===== config.mk =====
export PLATFORM = sky130hd
export DESIGN_NAME = rsc_rule_cell
export DESIGN_NICKNAME = d
export VERILOG_FILES = /design/src/hdl/rsc_pkg.sv /design/src/hdl/rsc_rule_cell.sv
export SDC_FILE = /design/constraint.sdc
export NUM_CORES = 1
export LEC_CHECK = 0
export BUFFER_PORTS_ARGS = -buffer_cell sky130_fd_sc_hd__buf_2
export CORE_UTILIZATION = 30
export DETAILED_ROUTE_END_ITERATION = 16
export GPL_TIMING_DRIVEN = 0
export PLACE_DENSITY = 0.5
export SYNTH_ARGS = -nofsm -noshare
export SYNTH_HDL_FRONTEND = slang
export SYNTH_SLANG_ARGS = --single-unit

===== constraint.sdc =====
create_clock -name clk -period 8.4 [get_ports clk]
set_input_delay 0.84 -clock clk [delete_from_list [all_inputs] [get_ports clk]]
set_output_delay 0.84 -clock clk [all_outputs]
set_load 0.02 [all_outputs]

===== src/hdl/rsc_pkg.sv =====
// ----------------------------------------------------------------------------
// rsc_pkg
// types and constants shared by the rule set sample classifier
// ----------------------------------------------------------------------------
`timescale 1ns / 1ps
package rsc_pkg;
	localparam int NUM_RULES      = 8;
	localparam int CONDS_PER_RULE = 4;
	localparam int SET_SIZE       = 4;
	localparam int NUM_FEATURES   = 256;

	localparam logic [1:0] OP_FEATURE    = 2'd0;
	localparam logic [1:0] OP_COND_HDR   = 2'd1;
	localparam logic [1:0] OP_COND_VALUE = 2'd2;
	localparam logic [1:0] OP_RULE_HDR   = 2'd3;

	localparam logic [1:0] KIND_AT_MOST  = 2'd0;
	localparam logic [1:0] KIND_AT_LEAST = 2'd1;
	localparam logic [1:0] KIND_RANGE    = 2'd2;
	localparam logic [1:0] KIND_SET      = 2'd3;

	typedef struct packed {
		logic [1:0]  operation;
		logic [2:0]  rule_index;
		logic [1:0]  cond_slot;
		logic [1:0]  value_slot;
		logic [7:0]  feature_index;
		logic [1:0]  compare_kind;
		logic [2:0]  set_count;
		logic        enable;
		logic signed [31:0] value;
		logic        rule_class;
		logic        predict_is;
		logic        last_feature;
	} in_item_t;

	typedef struct packed {
		logic       covered;
		logic [2:0] first_rule;
		logic       pred_class;
	} out_item_t;

	// what a rule cell hands to its neighbor: token moving down the chain
	typedef struct packed {
		logic       found;
		logic [2:0] first_rule;
		logic       pred_class;
	} scan_t;

	// broadcast control from the top level into every rule cell
	typedef struct packed {
		logic       feat_valid;
		logic       last;
		logic       cond_wr;
		logic       val_wr;
		logic       rule_wr;
	} cell_ctl_t;
endpackage


===== src/hdl/rsc_rule_cell.sv =====
// ----------------------------------------------------------------------------
// rsc_rule_cell
// one rule: its conditions, met bits and a stage of the result scan chain
// ----------------------------------------------------------------------------
`timescale 1ns / 1ps
module rsc_rule_cell (
	input  logic               clk,
	input  logic               arst_n,
	input  logic [2:0]         cell_idx,
	input  rsc_pkg::cell_ctl_t ctl,
	input  rsc_pkg::in_item_t  item,
	input  rsc_pkg::scan_t     scan_in,
	output rsc_pkg::scan_t     scan_out
);
	import rsc_pkg::*;

	logic [CONDS_PER_RULE-1:0] hvalid_q;
	logic [1:0]                kind_q  [CONDS_PER_RULE];
	logic [2:0]                count_q [CONDS_PER_RULE];
	logic [7:0]                feat_q  [CONDS_PER_RULE];
	logic [31:0]               val_q   [CONDS_PER_RULE][SET_SIZE];
	logic [CONDS_PER_RULE-1:0] met_q;
	logic                      en_q, cls_q, pred_q;
	logic [CONDS_PER_RULE-1:0] fail;
	logic [CONDS_PER_RULE-1:0] met_now;
	logic [CONDS_PER_RULE-1:0] met_next;
	logic                      covers;
	logic                      sel;
	logic [31:0]               x;

	assign sel = (item.rule_index == cell_idx);
	assign x   = item.value ^ 32'h8000_0000;

	always_comb begin
		for (int c = 0; c < CONDS_PER_RULE; c++) begin
			logic [31:0] b0, b1;
			logic        hit, ok;
			b0  = val_q[c][0] ^ 32'h8000_0000;
			b1  = val_q[c][1] ^ 32'h8000_0000;
			hit = 1'b0;
			for (int k = 0; k < SET_SIZE; k++)
				if (k < 32'(count_q[c]) && x == (val_q[c][k] ^ 32'h8000_0000))
					hit = 1'b1;
			case (kind_q[c])
				KIND_AT_MOST:  ok = (x <= b0);
				KIND_AT_LEAST: ok = (x >= b0);
				KIND_RANGE:    ok = (x >= b0) && (x <= b1);
				default:       ok = hit;
			endcase
			fail[c] = ctl.feat_valid && hvalid_q[c] && (feat_q[c] == item.feature_index) && !ok;
		end
	end

	assign met_now = met_q & ~fail;
	assign covers  = en_q && ((~hvalid_q | met_now) == '1);

	// met bits return to one at the end of a sample and on a header rewrite
	always_comb begin
		met_next = ctl.last ? '1 : met_now;
		if (ctl.cond_wr && sel)
			met_next[item.cond_slot] = 1'b1;
	end

	always_ff @(posedge clk or negedge arst_n) begin
		if (!arst_n) begin
			hvalid_q <= '0;
			met_q    <= '1;
			en_q     <= 1'b0;
		end else begin
			met_q <= met_next;
			if (ctl.cond_wr && sel)
				hvalid_q[item.cond_slot] <= item.enable;
			if (ctl.rule_wr && sel)
				en_q <= item.enable;
		end
	end

	always_ff @(posedge clk) begin
		if (ctl.cond_wr && sel) begin
			kind_q[item.cond_slot]  <= item.compare_kind;
			count_q[item.cond_slot] <= (item.set_count > 3'(SET_SIZE)) ? 3'(SET_SIZE)
				: item.set_count;
			feat_q[item.cond_slot]  <= item.feature_index;
		end
		if (ctl.val_wr && sel)
			val_q[item.cond_slot][item.value_slot] <= item.value;
		if (ctl.rule_wr && sel) begin
			cls_q  <= item.rule_class;
			pred_q <= item.predict_is;
		end
	end

	// scan token: first covering rule wins, evaluated as the sample ends
	always_comb begin
		scan_out = scan_in;
		if (ctl.last && covers && !scan_in.found) begin
			scan_out.found      = 1'b1;
			scan_out.first_rule = cell_idx;
			scan_out.pred_class = pred_q ? cls_q : ~cls_q;
		end
	end
endmodule


==> metrics <==
clock root buffer clkbuf_16; Max-cap violations 0; max-slew violation count 0; final instance area 32100 µm²; number of synthesized register bits 575; status finished clean; Most used DFF post-synth edfxtp_1; worst skew pair latency 600 ps; final hold slack 88.1 ps; Placed Instance Area 30100 µm²; IR drop worst, VDD 0.147 mV; Ports 78; TritonCTS Buffers 67; CTS clk-pin slew, worst paths 60 ps; area leader, netlist edfxtp_1; nets 2523; internal cell power 4.91 mW; max-slew headroom at the worst pin 11.4%; Slowest-stage cell, CP nor4_1; first-pass GRT wire length 110 mm; via count of the first global-routing pass 17100; top post-synthesis cells by area edfxtp_1 61%, ha_1 12%, xor2_1 5.0%, xnor2_1 4.1%, inv_1 3.4%; final setup fails 0; Max stage delay on crit path 860 ps; die width 306 µm; Worst Max-Slew Pin Slew 1310 ps; startpoint class of the critical path input port; layout cells sized above 1 11.3%; RSZ-0062 raised after global routing no; Synth top area share 61.1%; peak fanout along the critical path 17; Vias/cell 4.88; initial antenna violation count 7; fraction of registers with async set or reset after synthesis 1.57%; TritonCTS Sinks 575; total wire length after detailed routing 75.5 mm; GRT overflow 0; clock buffer depth 3; crit end category output port; Final Critical Period 7120 ps; RD Place Congestion 0.832; TNS Setup 0 ps; first drt pass iteration count 5; Area growth syn-to-layout 15.5%; Ys Warns 0; Leak 12.1 nW; post-CTS setup repair buffer count 0; register area share after synthesis 62.0%; htree depth 3; number of flops mapped to enable cells by yosys 566; routed vias 16700; initial core utilization 30.3%; 1st-iter DRT viols 1038; crit path cell chain buf_2 -> buf_4 -> inv_1 -> ha_1 -> nand4_1 -> nor4_1 -> nand3_1 -> inv_1 -> a2111o_1 -> nand2_1 -> o21ai_0 -> or2b_1 -> or4_4 -> buf_6 -> mux2_4 -> buf_2; Avg Cell Area, Syn 13.7 µm²; Fmax 140 MHz; PortBufs 74; GRT Resource Usage Total 16.2%; Core Region 91700 µm²; Post-Synthesis Cells 2030; WL per Instance 22.0 µm; post-cts resize count 0; Cell Pwr Density 198 nW/µm²; drt drc 0; TritonCTS clock tree yes; Sw Share 22.8%; Layout Skew 21.7 ps; Worst Path Required 7560 ps; cell count after placement 3311; Net Count, Synth 2359; largest net degree at the start of global routing 33; Comb power frac 6.9%; Switch Pwr 1.45 mW; fin crit share 84.8%; area of the die 93900 µm²; Buf+Inv Stages, Crit Path 6; Final ANT Viol Nets 0; critical path's top delay family simple AND/OR/NAND/NOR gates; part of the power in the clock network 42.9%; Hold Crit Class input port to async pin; die height 306 µm; library cells used by synthesis 66; final hold vios 0; post-DP HPWL 49.5 mm; hold buffers post-CTS 0; Cell Rows 111; Mapped Area 27800 µm²; sequential cell fraction of total power 50.2%; Final Non-Filler Cells 3427; Setup CP Type input port to output port; Worst EP arrival 6280 ps
==> metrics by stage <==
step	total power [mW]	setup WS (ps)	utilization, %
final	6.35	1280	35.0
after global routing	6.57	1140	35.0
after CTS	6.42	1200	35.0
after detailed placement	3.69	1240	32.8
after global placement	3.68	1310	32.4
after floorplan	3.48	3820	-
==> sequential cells by signal (all words and copies together) (netlist names) <==
name and count:
hvalid_q 4, feat_q 32, val_q 512, pred_q 1, cls_q 1, met_q 4, en_q 1, kind_q 8
count_q 12
==> kinds of logic (layout without fill, tap and decap cells) <==
logic type / Yosys count / in the layout / share of synthesized area [%]
flops: 575 / 575 / 62.0
compound gates: 236 / 236 / 5.35
mux: 10 / 10 / 0.455
other cells: 0 / 1 / 0
fa+ha+maj: 256 / 256 / 11.5
buf+inv: 291 / 501 / 4.33
xor+xnor: 289 / 289 / 9.10
simple gates: 373 / 373 / 7.29
==> power groups by stage <==
stage,Sequential (mW),Combinational (mW),Clock (mW)
after detailed placement,3.25,0.443,0
final,3.19,0.438,2.73
after global routing,3.19,0.485,2.89
after floorplan,3.25,0.228,0
after global placement,3.25,0.424,0
after CTS,3.19,0.446,2.79
==> Yosys cell counts (26+ instances only) <==
master and count:
nand4_1 98, edfxtp_1 566, nand3_1 43, xnor2_1 130
nor2_1 38, ha_1 256, xor2_1 159, inv_1 254
nor4_1 56, a21oi_1 108, nor3_1 26, o21ai_0 38
nand2_1 68
==> worst paths after layout <==
kind                          startpoint           to  slack (ps)  cells past startpoint
max                             item[34]  scan_out[1]        1280                     16
min                               arst_n  hvalid_q[0]          90                      1
max reg2reg                val_q[3][127]     met_q[3]        4940                      9
min reg2reg                         en_q         en_q         530                      1
max in group asynchronous         arst_n     met_q[2]        8060                      1
min in group clk                 item[1]       pred_q         410                      1
==> metal layers <==
layer	part of all wire (%)	track usage [%]	vias up	wire length, µm
met4	2.9	5.02	12	2190
met2	47	26.5	387	35300
met3	5.3	3.22	137	4010
met1	45	21.5	8356	33900
met5	0.12	0	-	90
li1	-	-	7822	-
==> area by class of cell <==
type / count / area [µm²]
fillers: 8850 / 59600
flip-flops and latches: 575 / 17200
multi-input cells: 1164 / 9490
clock buffers: 93 / 1880
well taps: 1186 / 1480
inverters: 255 / 957
repair buffers: 95 / 688
plain buffers: 36 / 246
clock inverters: 22 / 128
diodes: 1 / 2.50
==> cells in the final DEF (no fill, tap or decap), drive strengths merged, types with 6 or more instances in the layout <==
| master | instances |
|---|---|
| clkinv | 19 |
| mux2 | 9 |
| a21o | 19 |
| xor2 | 159 |
| o21ai | 38 |
| ha | 256 |
| inv | 256 |
| nand4 | 98 |
| o211ai | 10 |
| nor3 | 26 |
| nand3 | 43 |
| buf | 129 |
| a31oi | 6 |
| a221oi | 10 |
| xnor2 | 130 |
| nor4 | 56 |
| or4 | 6 |
| nand2b | 6 |
| nand2 | 68 |
| nor2 | 38 |
| a21oi | 108 |
| nor2b | 15 |
| edfxtp | 566 |
| clkbuf | 95 |
==> worst reg2reg max path, cell delays in order (launching register included) <==
cell,delay (ps)
edfxtp_1,360
ha_1,300
nand4_1,180
nor4_1,860
nand3_1,540
inv_1,220
a2111o_1,140
nand2_1,60
o21ai_0,520
a211o_1,220
(Power assumes the default switching activity.)
